`src/rtl/sflp_pkg.sv`:
```
`timescale 1ns / 1ps
// ----------------------------------------------------------------------------
// sflp_pkg
// Shared widths, codes and types of the start / ID / length frame parser.
// ----------------------------------------------------------------------------
package sflp_pkg;

    localparam int BYTE_W     = 8;
    localparam int EVENT_W    = 3;
    localparam int SLOT_W     = 2;
    localparam int COUNT_W    = 3;
    localparam int CFG_IDX_W  = 3;

    // Number of handler ID registers in the configuration map.
    localparam int SLOT_REGS        = 4;
    localparam int MAX_HANDLERS_DEF = 4;

    // Configuration register indexes.
    localparam logic [CFG_IDX_W-1:0] CFG_START_BYTE = 3'd0;
    localparam logic [CFG_IDX_W-1:0] CFG_COUNT      = 3'd1;
    localparam logic [CFG_IDX_W-1:0] CFG_ID0        = 3'd2;
    localparam logic [CFG_IDX_W-1:0] CFG_ID1        = 3'd3;
    localparam logic [CFG_IDX_W-1:0] CFG_ID2        = 3'd4;
    localparam logic [CFG_IDX_W-1:0] CFG_ID3        = 3'd5;

    // Result event codes.
    localparam logic [EVENT_W-1:0] EV_START = 3'd0;
    localparam logic [EVENT_W-1:0] EV_ID    = 3'd1;
    localparam logic [EVENT_W-1:0] EV_LEN   = 3'd2;
    localparam logic [EVENT_W-1:0] EV_DATA  = 3'd3;
    localparam logic [EVENT_W-1:0] EV_STRAY = 3'd4;

    typedef struct packed {
        logic [EVENT_W-1:0] event_res;
        logic [BYTE_W-1:0]  payload_byte;
        logic [BYTE_W-1:0]  byte_position;
        logic [BYTE_W-1:0]  frame_id;
        logic [BYTE_W-1:0]  frame_length;
        logic               handler_found;
        logic [SLOT_W-1:0]  handler_index;
        logic               frame_done;
        logic               aborted;
    } result_t;

endpackage

```
`src/rtl/sflp_if.sv`:
```
`timescale 1ns / 1ps
// ----------------------------------------------------------------------------
// sflp interfaces
// Valid / ready channels of the frame parser: received bytes, results and
// configuration writes.
// ----------------------------------------------------------------------------
interface sflp_rx_if;
    import sflp_pkg::*;

    logic              valid;
    logic              ready;
    logic [BYTE_W-1:0] rx_byte;

    modport source (output valid, output rx_byte, input ready);
    modport sink   (input valid, input rx_byte, output ready);
endinterface

interface sflp_res_if;
    import sflp_pkg::*;

    logic               valid;
    logic               ready;
    logic [EVENT_W-1:0] event_res;
    logic [BYTE_W-1:0]  payload_byte;
    logic [BYTE_W-1:0]  byte_position;
    logic [BYTE_W-1:0]  frame_id;
    logic [BYTE_W-1:0]  frame_length;
    logic               handler_found;
    logic [SLOT_W-1:0]  handler_index;
    logic               frame_done;
    logic               aborted;

    modport source (output valid, output event_res, output payload_byte,
                    output byte_position, output frame_id, output frame_length,
                    output handler_found, output handler_index, output frame_done,
                    output aborted, input ready);
    modport sink   (input valid, input event_res, input payload_byte,
                    input byte_position, input frame_id, input frame_length,
                    input handler_found, input handler_index, input frame_done,
                    input aborted, output ready);
endinterface

interface sflp_cfg_if;
    import sflp_pkg::*;

    logic                 valid;
    logic                 ready;
    logic [CFG_IDX_W-1:0] index;
    logic [BYTE_W-1:0]    data;

    modport source (output valid, output index, output data, input ready);
    modport sink   (input valid, input index, input data, output ready);
endinterface

```
`src/rtl/start_id_length_frame_parser.sv`:
```
`timescale 1ns / 1ps
// ----------------------------------------------------------------------------
// start_id_length_frame_parser
// Byte-stream parser for frames made of a start byte, an ID, a length and
// that many payload bytes, with a handler ID lookup.
// ----------------------------------------------------------------------------
// Every received byte produces exactly one result item, and the block takes
// one byte per clock cycle while the output is not stalled: the byte is first
// captured in an input register, and in the next stage the frame state is
// updated and the result is written to the output register. Both stages move
// forward together whenever the output register is empty or being drained,
// so a result that waits at the output stops the next byte once the input
// register is full. A byte equal to the programmed start byte always opens
// a new frame (there is no escaping), and flags an abort when a frame was
// still open. A non-start byte outside a frame is reported as a stray byte
// and leaves the state alone. A length of zero completes the frame on the
// length byte itself. The frame ID is compared in parallel against the
// first handler_count slots (saturated to MAX_HANDLERS and to the four
// slot registers), and the lowest matching slot wins. Configuration writes
// are accepted in every cycle and must only be issued while the parser is
// idle.
// ----------------------------------------------------------------------------
module start_id_length_frame_parser #(
    parameter int MAX_HANDLERS = sflp_pkg::MAX_HANDLERS_DEF
) (
    input  logic         clk,
    input  logic         rst_n,
    sflp_rx_if.sink      rx,
    sflp_res_if.source   res,
    sflp_cfg_if.sink     cfg
);
    import sflp_pkg::*;

    // Effective slot limit: the smaller of the parameter and the slot registers.
    localparam int SLOT_LIMIT = (MAX_HANDLERS < SLOT_REGS) ? MAX_HANDLERS : SLOT_REGS;

    // Parser phases.
    localparam logic [1:0] PH_IDLE = 2'd0;
    localparam logic [1:0] PH_ID   = 2'd1;
    localparam logic [1:0] PH_LEN  = 2'd2;
    localparam logic [1:0] PH_DATA = 2'd3;

    // Configuration registers.
    logic [BYTE_W-1:0]  start_byte_reg;
    logic [COUNT_W-1:0] handler_count_reg;
    logic [BYTE_W-1:0]  handler_id_reg [SLOT_REGS];

    // Input stage.
    logic              in_valid_reg;
    logic [BYTE_W-1:0] in_byte_reg;

    // Frame state.
    logic [1:0]        phase_reg, phase_next;
    logic [BYTE_W-1:0] cur_id_reg, cur_id_next;
    logic [BYTE_W-1:0] len_reg, len_next;
    logic [BYTE_W-1:0] count_reg, count_next;
    logic              found_reg, found_next;
    logic [SLOT_W-1:0] slot_reg, slot_next;

    // Output stage.
    logic    res_valid_reg;
    result_t res_reg, res_next;

    // Handler lookup.
    logic [COUNT_W-1:0] slot_lim;
    logic               hit;
    logic [SLOT_W-1:0]  hit_slot;
    logic [BYTE_W-1:0]  count_inc;

    logic advance;

    // The pipeline moves when the result register can take a new result.
    assign advance  = !res_valid_reg || res.ready;
    assign rx.ready = !in_valid_reg || advance;
    assign cfg.ready = 1'b1;

    // ------------------------------------------------------------------------
    // Configuration writes. Unknown indexes are ignored.
    // ------------------------------------------------------------------------
    always_ff @(posedge clk or negedge rst_n)
    begin
        if (!rst_n)
        begin
            start_byte_reg    <= '0;
            handler_count_reg <= '0;
            for (int i = 0; i < SLOT_REGS; i++)
            begin
                handler_id_reg[i] <= '0;
            end
        end
        else if (cfg.valid && cfg.ready)
        begin
            unique case (cfg.index) inside
                CFG_START_BYTE: start_byte_reg    <= cfg.data;
                CFG_COUNT:      handler_count_reg <= cfg.data[COUNT_W-1:0];
                CFG_ID0, CFG_ID1, CFG_ID2, CFG_ID3:
                begin
                    handler_id_reg[SLOT_W'(cfg.index - CFG_ID0)] <= cfg.data;
                end
                default: ;
            endcase
        end
    end

    // ------------------------------------------------------------------------
    // Handler ID lookup: lowest matching slot below the saturated count.
    // ------------------------------------------------------------------------
    always_comb
    begin
        slot_lim = (handler_count_reg > COUNT_W'(SLOT_LIMIT)) ? COUNT_W'(SLOT_LIMIT)
                                                              : handler_count_reg;
        hit      = 1'b0;
        hit_slot = '0;
        for (int i = 0; i < SLOT_REGS; i++)
        begin
            if (!hit && (COUNT_W'(i) < slot_lim) && (handler_id_reg[i] == in_byte_reg))
            begin
                hit      = 1'b1;
                hit_slot = SLOT_W'(i);
            end
        end
    end

    // ------------------------------------------------------------------------
    // Frame state update and result formation for the byte in the input stage.
    // ------------------------------------------------------------------------
    always_comb
    begin
        phase_next  = phase_reg;
        cur_id_next = cur_id_reg;
        len_next    = len_reg;
        count_next  = count_reg;
        found_next  = found_reg;
        slot_next   = slot_reg;
        count_inc   = count_reg + 8'd1;
        res_next    = '0;

        if (in_byte_reg == start_byte_reg)
        begin
            // A start byte always opens a fresh frame.
            res_next.event_res = EV_START;
            res_next.aborted   = (phase_reg != PH_IDLE);
            phase_next  = PH_ID;
            cur_id_next = '0;
            len_next    = '0;
            count_next  = '0;
            found_next  = 1'b0;
            slot_next   = '0;
        end
        else
        begin
            unique case (phase_reg)
                PH_IDLE:
                begin
                    res_next.event_res = EV_STRAY;
                end
                PH_ID:
                begin
                    cur_id_next = in_byte_reg;
                    found_next  = hit;
                    slot_next   = hit_slot;
                    phase_next  = PH_LEN;
                    res_next.event_res     = EV_ID;
                    res_next.frame_id      = in_byte_reg;
                    res_next.handler_found = hit;
                    res_next.handler_index = hit_slot;
                end
                PH_LEN:
                begin
                    res_next.event_res     = EV_LEN;
                    res_next.frame_id      = cur_id_reg;
                    res_next.frame_length  = in_byte_reg;
                    res_next.handler_found = found_reg;
                    res_next.handler_index = slot_reg;
                    if (in_byte_reg == '0)
                    begin
                        // Zero length completes the frame on the length byte.
                        res_next.frame_done = 1'b1;
                        phase_next  = PH_IDLE;
                        cur_id_next = '0;
                        len_next    = '0;
                        count_next  = '0;
                        found_next  = 1'b0;
                        slot_next   = '0;
                    end
                    else
                    begin
                        len_next   = in_byte_reg;
                        count_next = '0;
                        phase_next = PH_DATA;
                    end
                end
                PH_DATA:
                begin
                    res_next.event_res     = EV_DATA;
                    res_next.payload_byte  = in_byte_reg;
                    res_next.byte_position = count_reg;
                    res_next.frame_id      = cur_id_reg;
                    res_next.frame_length  = len_reg;
                    res_next.handler_found = found_reg;
                    res_next.handler_index = slot_reg;
                    count_next = count_inc;
                    if (count_inc == len_reg)
                    begin
                        res_next.frame_done = 1'b1;
                        phase_next  = PH_IDLE;
                        cur_id_next = '0;
                        len_next    = '0;
                        count_next  = '0;
                        found_next  = 1'b0;
                        slot_next   = '0;
                    end
                end
                default: ;
            endcase
        end
    end

    // ------------------------------------------------------------------------
    // Pipeline control and state registers.
    // ------------------------------------------------------------------------
    always_ff @(posedge clk or negedge rst_n)
    begin
        if (!rst_n)
        begin
            in_valid_reg  <= 1'b0;
            res_valid_reg <= 1'b0;
            phase_reg     <= PH_IDLE;
            cur_id_reg    <= '0;
            len_reg       <= '0;
            count_reg     <= '0;
            found_reg     <= 1'b0;
            slot_reg      <= '0;
        end
        else
        begin
            if (rx.valid && rx.ready)
            begin
                in_valid_reg <= 1'b1;
            end
            else if (advance)
            begin
                in_valid_reg <= 1'b0;
            end

            if (advance)
            begin
                res_valid_reg <= in_valid_reg;
            end

            if (advance && in_valid_reg)
            begin
                phase_reg  <= phase_next;
                cur_id_reg <= cur_id_next;
                len_reg    <= len_next;
                count_reg  <= count_next;
                found_reg  <= found_next;
                slot_reg   <= slot_next;
            end
        end
    end

    // Payload registers.
    always_ff @(posedge clk)
    begin
        if (rx.valid && rx.ready)
        begin
            in_byte_reg <= rx.rx_byte;
        end
        if (advance && in_valid_reg)
        begin
            res_reg <= res_next;
        end
    end

    assign res.valid         = res_valid_reg;
    assign res.event_res     = res_reg.event_res;
    assign res.payload_byte  = res_reg.payload_byte;
    assign res.byte_position = res_reg.byte_position;
    assign res.frame_id      = res_reg.frame_id;
    assign res.frame_length  = res_reg.frame_length;
    assign res.handler_found = res_reg.handler_found;
    assign res.handler_index = res_reg.handler_index;
    assign res.frame_done    = res_reg.frame_done;
    assign res.aborted       = res_reg.aborted;

endmodule

```
`src/flat_wrapper.sv`:
```
// flat-port wrapper written by rule: the top's interface ports become plain ports
module start_id_length_frame_parser_flat import sflp_pkg::*;
#(
    parameter int MAX_HANDLERS = sflp_pkg::MAX_HANDLERS_DEF
)
  (clk, rst_n, rx_valid, rx_rx_byte, rx_ready, res_valid, res_event_res, res_payload_byte, res_byte_position, res_frame_id, res_frame_length, res_handler_found, res_handler_index, res_frame_done, res_aborted, res_ready, cfg_valid, cfg_index, cfg_data, cfg_ready);
  sflp_rx_if rx_i ();
  sflp_res_if res_i ();
  sflp_cfg_if cfg_i ();
  input  logic clk;
  input  logic rst_n;
  input wire logic [$bits(rx_i.valid)-1:0] rx_valid;
  input wire logic [$bits(rx_i.rx_byte)-1:0] rx_rx_byte;
  output wire logic [$bits(rx_i.ready)-1:0] rx_ready;
  output wire logic [$bits(res_i.valid)-1:0] res_valid;
  output wire logic [$bits(res_i.event_res)-1:0] res_event_res;
  output wire logic [$bits(res_i.payload_byte)-1:0] res_payload_byte;
  output wire logic [$bits(res_i.byte_position)-1:0] res_byte_position;
  output wire logic [$bits(res_i.frame_id)-1:0] res_frame_id;
  output wire logic [$bits(res_i.frame_length)-1:0] res_frame_length;
  output wire logic [$bits(res_i.handler_found)-1:0] res_handler_found;
  output wire logic [$bits(res_i.handler_index)-1:0] res_handler_index;
  output wire logic [$bits(res_i.frame_done)-1:0] res_frame_done;
  output wire logic [$bits(res_i.aborted)-1:0] res_aborted;
  input wire logic [$bits(res_i.ready)-1:0] res_ready;
  input wire logic [$bits(cfg_i.valid)-1:0] cfg_valid;
  input wire logic [$bits(cfg_i.index)-1:0] cfg_index;
  input wire logic [$bits(cfg_i.data)-1:0] cfg_data;
  output wire logic [$bits(cfg_i.ready)-1:0] cfg_ready;
  assign rx_i.valid = rx_valid;
  assign rx_i.rx_byte = rx_rx_byte;
  assign rx_ready = rx_i.ready;
  assign res_valid = res_i.valid;
  assign res_event_res = res_i.event_res;
  assign res_payload_byte = res_i.payload_byte;
  assign res_byte_position = res_i.byte_position;
  assign res_frame_id = res_i.frame_id;
  assign res_frame_length = res_i.frame_length;
  assign res_handler_found = res_i.handler_found;
  assign res_handler_index = res_i.handler_index;
  assign res_frame_done = res_i.frame_done;
  assign res_aborted = res_i.aborted;
  assign res_i.ready = res_ready;
  assign cfg_i.valid = cfg_valid;
  assign cfg_i.index = cfg_index;
  assign cfg_i.data = cfg_data;
  assign cfg_ready = cfg_i.ready;
  start_id_length_frame_parser #(.MAX_HANDLERS(MAX_HANDLERS)) u_core (.clk(clk), .rst_n(rst_n), .rx(rx_i), .res(res_i), .cfg(cfg_i));
endmodule
```
`config.mk`:
```
export PLATFORM = sky130hd
export DESIGN_NAME = start_id_length_frame_parser_flat
export DESIGN_NICKNAME = d
export VERILOG_FILES = /design/src/rtl/sflp_pkg.sv /design/src/rtl/sflp_if.sv /design/src/rtl/start_id_length_frame_parser.sv /design/src/flat_wrapper.sv
export SDC_FILE = /design/constraint.sdc
export NUM_CORES = 1
export LEC_CHECK = 0
export BUFFER_PORTS_ARGS = -buffer_cell sky130_fd_sc_hd__buf_2
export CORE_UTILIZATION = 50
export CTS_CLUSTER_SIZE = 8
export DETAILED_ROUTE_END_ITERATION = 8
export GPL_TIMING_DRIVEN = 0
export PLACE_DENSITY = 0.78
export SYNTH_ARGS = -nofsm -noshare
export SYNTH_HDL_FRONTEND = slang
export SYNTH_SLANG_ARGS = --single-unit
```
`constraint.sdc`:
```
create_clock -name clk -period 3.2 [get_ports clk]
set_input_delay 0.32 -clock clk [delete_from_list [all_inputs] [get_ports clk]]
set_output_delay 0.32 -clock clk [all_outputs]
set_load 0.02 [all_outputs]
```
==> impl_metrics.json <==
{
  "outcome": "complete, no violations",
  "placed_area_sq_um": 6150,
  "hpwl_microns": 7940,
  "hold_ws_ns": 0.106,
  "route.detailed.drc": 0,
  "synth_top_flop_cell": "dfrtp_1",
  "regArea_sq_um": 3290,
  "drtPass1Iterations": 4,
  "place_congestion": 0.833,
  "ys_ff_latch": 122,
  "grt_pass1_wl_microns": 19300,
  "io_buffer_count": 63,
  "synth_top_family_by_area": "simple AND/OR/NAND/NOR gates",
  "setup_viol": 0,
  "grt.met1_usage_pct": 29.5,
  "gr-max-usage-layer": "met2",
  "initial_utilization_pct": 51.7,
  "clk_pin_slew_ns": 0.05,
  "end_kind": "flip-flop",
  "synth_xor_area_share_pct": 7.47,
  "grt_max_degree": 68,
  "gr-total-overflow": 0,
  "async_flop_share_pct": 60.7,
  "cts_tree": "built",
  "gr-usage-met3_pct": 4.64,
  "vdd_drop_max_uv": 449,
  "slowest_delay_ns": 0.45,
  "multi_input_comb_area_sq_um": 2210,
  "rsz0062_at_grt": "false",
  "ys_warn_count": 0,
  "routed-via-count": 3862,
  "yosys.area.top_type_share_pct": 32.9,
  "fin_skew_ns": 0.00876,
  "rows": 38,
  "clockRootBuffer": "clkbuf_8",
  "worstSkewPairLatency_ns": 0.51,
  "cts_buffers": 17,
  "drive_gt1_share_pct": 26.9,
  "synthCells": 448,
  "met2_usage_pct": 36.6,
  "finalCritPeriodShare_pct": 89.0,
  "cp.arrival_ns": 3.24,
  "crit_path_cell_trace": "ha_1 > nand2_2 > or3_1 > a2111o_1 > o31ai_2 > nand3_1 > clkbuf_1 > a22o_1",
  "n_antenna_cell": 0,
  "num_io_pins": 67,
  "routed_wl_microns": 12100,
  "slew_violations": 0,
  "cap_violations": 0,
  "p_leak_nw": 2.90,
  "wl_per_cell_microns": 17.5,
  "die_x_microns": 108,
  "htreeDepth": 4,
  "first_global_vias": 3752,
  "power_density_nw_per_um2": 816,
  "fin_crit_ns": 2.85,
  "synthesis.nets": 473,
  "hold_path_class": "in2reg",
  "synth_top_area_cell": "dfrtp_1",
  "drt-initial-drc-count": 172,
  "synth_compound_area_share_pct": 8.58,
  "grt_usage_pct": 22.5,
  "hold_viol": 0,
  "crit_path_start_kind": "flip-flop",
  "core_sq_um": 10900,
  "cts-resized-gates": 0,
  "avgViaCountPerCell": 5.56,
  "synth_cell_type_count": 54,
  "netlist_top_cells_area": "dfrtp_1, edfxtp_1, mux2_2",
  "crit_slowest_cell": "a2111o_1",
  "antenna_found_initial": 0,
  "cp.required_ns": 3.59,
  "max_freq_mhz": 351,
  "largest_register_ffs": 32,
  "dieArea_sq_um": 11700,
  "synth.area.mux_share_pct": 10.8,
  "final_cell_area_sq_um": 6860,
  "synth_area_per_cell_sq_um": 12.6,
  "path_class": "reg2reg",
  "netlist_area_sq_um": 5630,
  "synth_edf_count": 48,
  "ant_nets": 0,
  "cts_sinks": 122,
  "ys_seq_area_share_pct": 58.5,
  "final_cells": 694,
  "synthAdderAreaFrac_pct": 0.222,
  "ctsLongestPathBuffers": 2,
  "fin_nets": 566,
  "dp.cells": 652,
  "cp_max_fo": 10,
  "num-fill-cells": 830,
  "finish.utilization_pct": 63.0,
  "syn2layout_area_growth_pct": 21.8,
  "synthSimpleGateAreaFrac_pct": 12.2,
  "tns_ns": 0,
  "relSlewSlack_pct": 13.4,
  "die_h_microns": 108,
  "tightest_slew_ns": 1.30
}
-- critical path, delay by kind of cell, from the launching register on --
family / cells / cell delay (ns)
flops: 1 / 0.44
fa+ha+maj: 1 / 0.29
simple gates: 3 / 0.67
buf+inv: 1 / 0.30
compound gates: 3 / 1.04
-- path summary, 6_finish.rpt --
check	startpoint	to	slack, ns	cells past startpoint
worst max-delay path	u_core.count_reg[0]	u_core.slot_reg[1]	0.35	8
worst min-delay path	res_ready	u_core.res.valid	0.11	3
worst max register to register	u_core.count_reg[0]	u_core.slot_reg[1]	0.35	8
worst min register to register	u_core.found_reg	u_core.found_reg	0.49	1
max in group asynchronous	rst_n	u_core.slot_reg[1]	2.48	3
min in group asynchronous	rst_n	u_core.start_byte_reg[1]	0.18	2
-- report_power, final --
| part | leakage [nW] | switching (mW) | internal (mW) | total, mW |
|---|---|---|---|---|
| combinational | 1.21 | 0.774 | 0.613 | 1.39 |
| clock | 0.296 | 0.634 | 1.34 | 1.97 |
| sequential | 1.39 | 0.224 | 2.02 | 2.24 |
-- through the flow --
stage                     setup WS, ns  total power, mW
after floorplan                  0.670             3.23
after global placement          0.0817             3.56
after detailed placement         0.402             3.62
after CTS                        0.361             5.63
after global routing             0.186             5.87
final                            0.352             5.60
-- cell usage after synthesis, types with 5 or more instances --
master,n
dfrtp_1,74
edfxtp_1,48
mux2_2,44
nor2_1,30
xnor2_1,30
a22o_1,24
clkbuf_1,19
and2_1,18
xor2_1,18
a21oi_1,12
nand2_1,12
nor3_1,12
o21ai_0,10
mux2i_1,8
and3_1,7
nand3_1,7
nor2b_1,6
inv_1,5
nand2b_1,5
nand4_1,5
nor4_1,5
-- cell families after synthesis --
| logic type | Yosys count |
|---|---|
| adder cells (fa/ha/maj) | 1 |
| XOR/XNOR | 48 |
| flip-flops | 122 |
| other | 1 |
| AND/OR/NAND/NOR | 125 |
| multiplexers | 54 |
| buffers and inverters | 31 |
| AO/OA/AOI/OAI | 66 |
-- layout make-up --
class                           instances  area share [%]
Timing Repair Buffer                   74            6.49
Buffer                                 26            1.60
Inverter                                5           0.274
Clock inverter                          9            2.52
Tap cell                              140            2.55
Clock buffer                           23            6.36
Multi-Input combinational cell        295            32.2
Sequential cell                       122            48.0
-- timing repair --
action                                 in CTS  in global routing
endpoints found under the hold margin      83                  0
hold buffers                               10                  0
buffers inserted                            0                  0
-- routing by layer --
layer	part of all wire (%)	wire length (microns)
met5	0	0
met1	43	5170
met3	5.0	611
met2	51	6160
met4	1.6	193
-- placed cells by master, fill, tap and decap left out, types with 8 or more instances in the layout --
| cell | count |
|---|---|
| clkbuf_16 | 16 |
| xnor2_1 | 30 |
| buf_2 | 63 |
| dfrtp_1 | 74 |
| clkbuf_1 | 25 |
| a22o_1 | 24 |
| nor2_1 | 30 |
| mux2i_1 | 8 |
| edfxtp_1 | 48 |
| and2_1 | 18 |
| mux2_2 | 44 |
| nand2_1 | 12 |
| o21ai_0 | 10 |
| a21oi_1 | 12 |
| dlygate4sd3_1 | 10 |
| xor2_1 | 18 |
| nor3_1 | 12 |
Note: power is estimated with default switching activity, not from simulation.
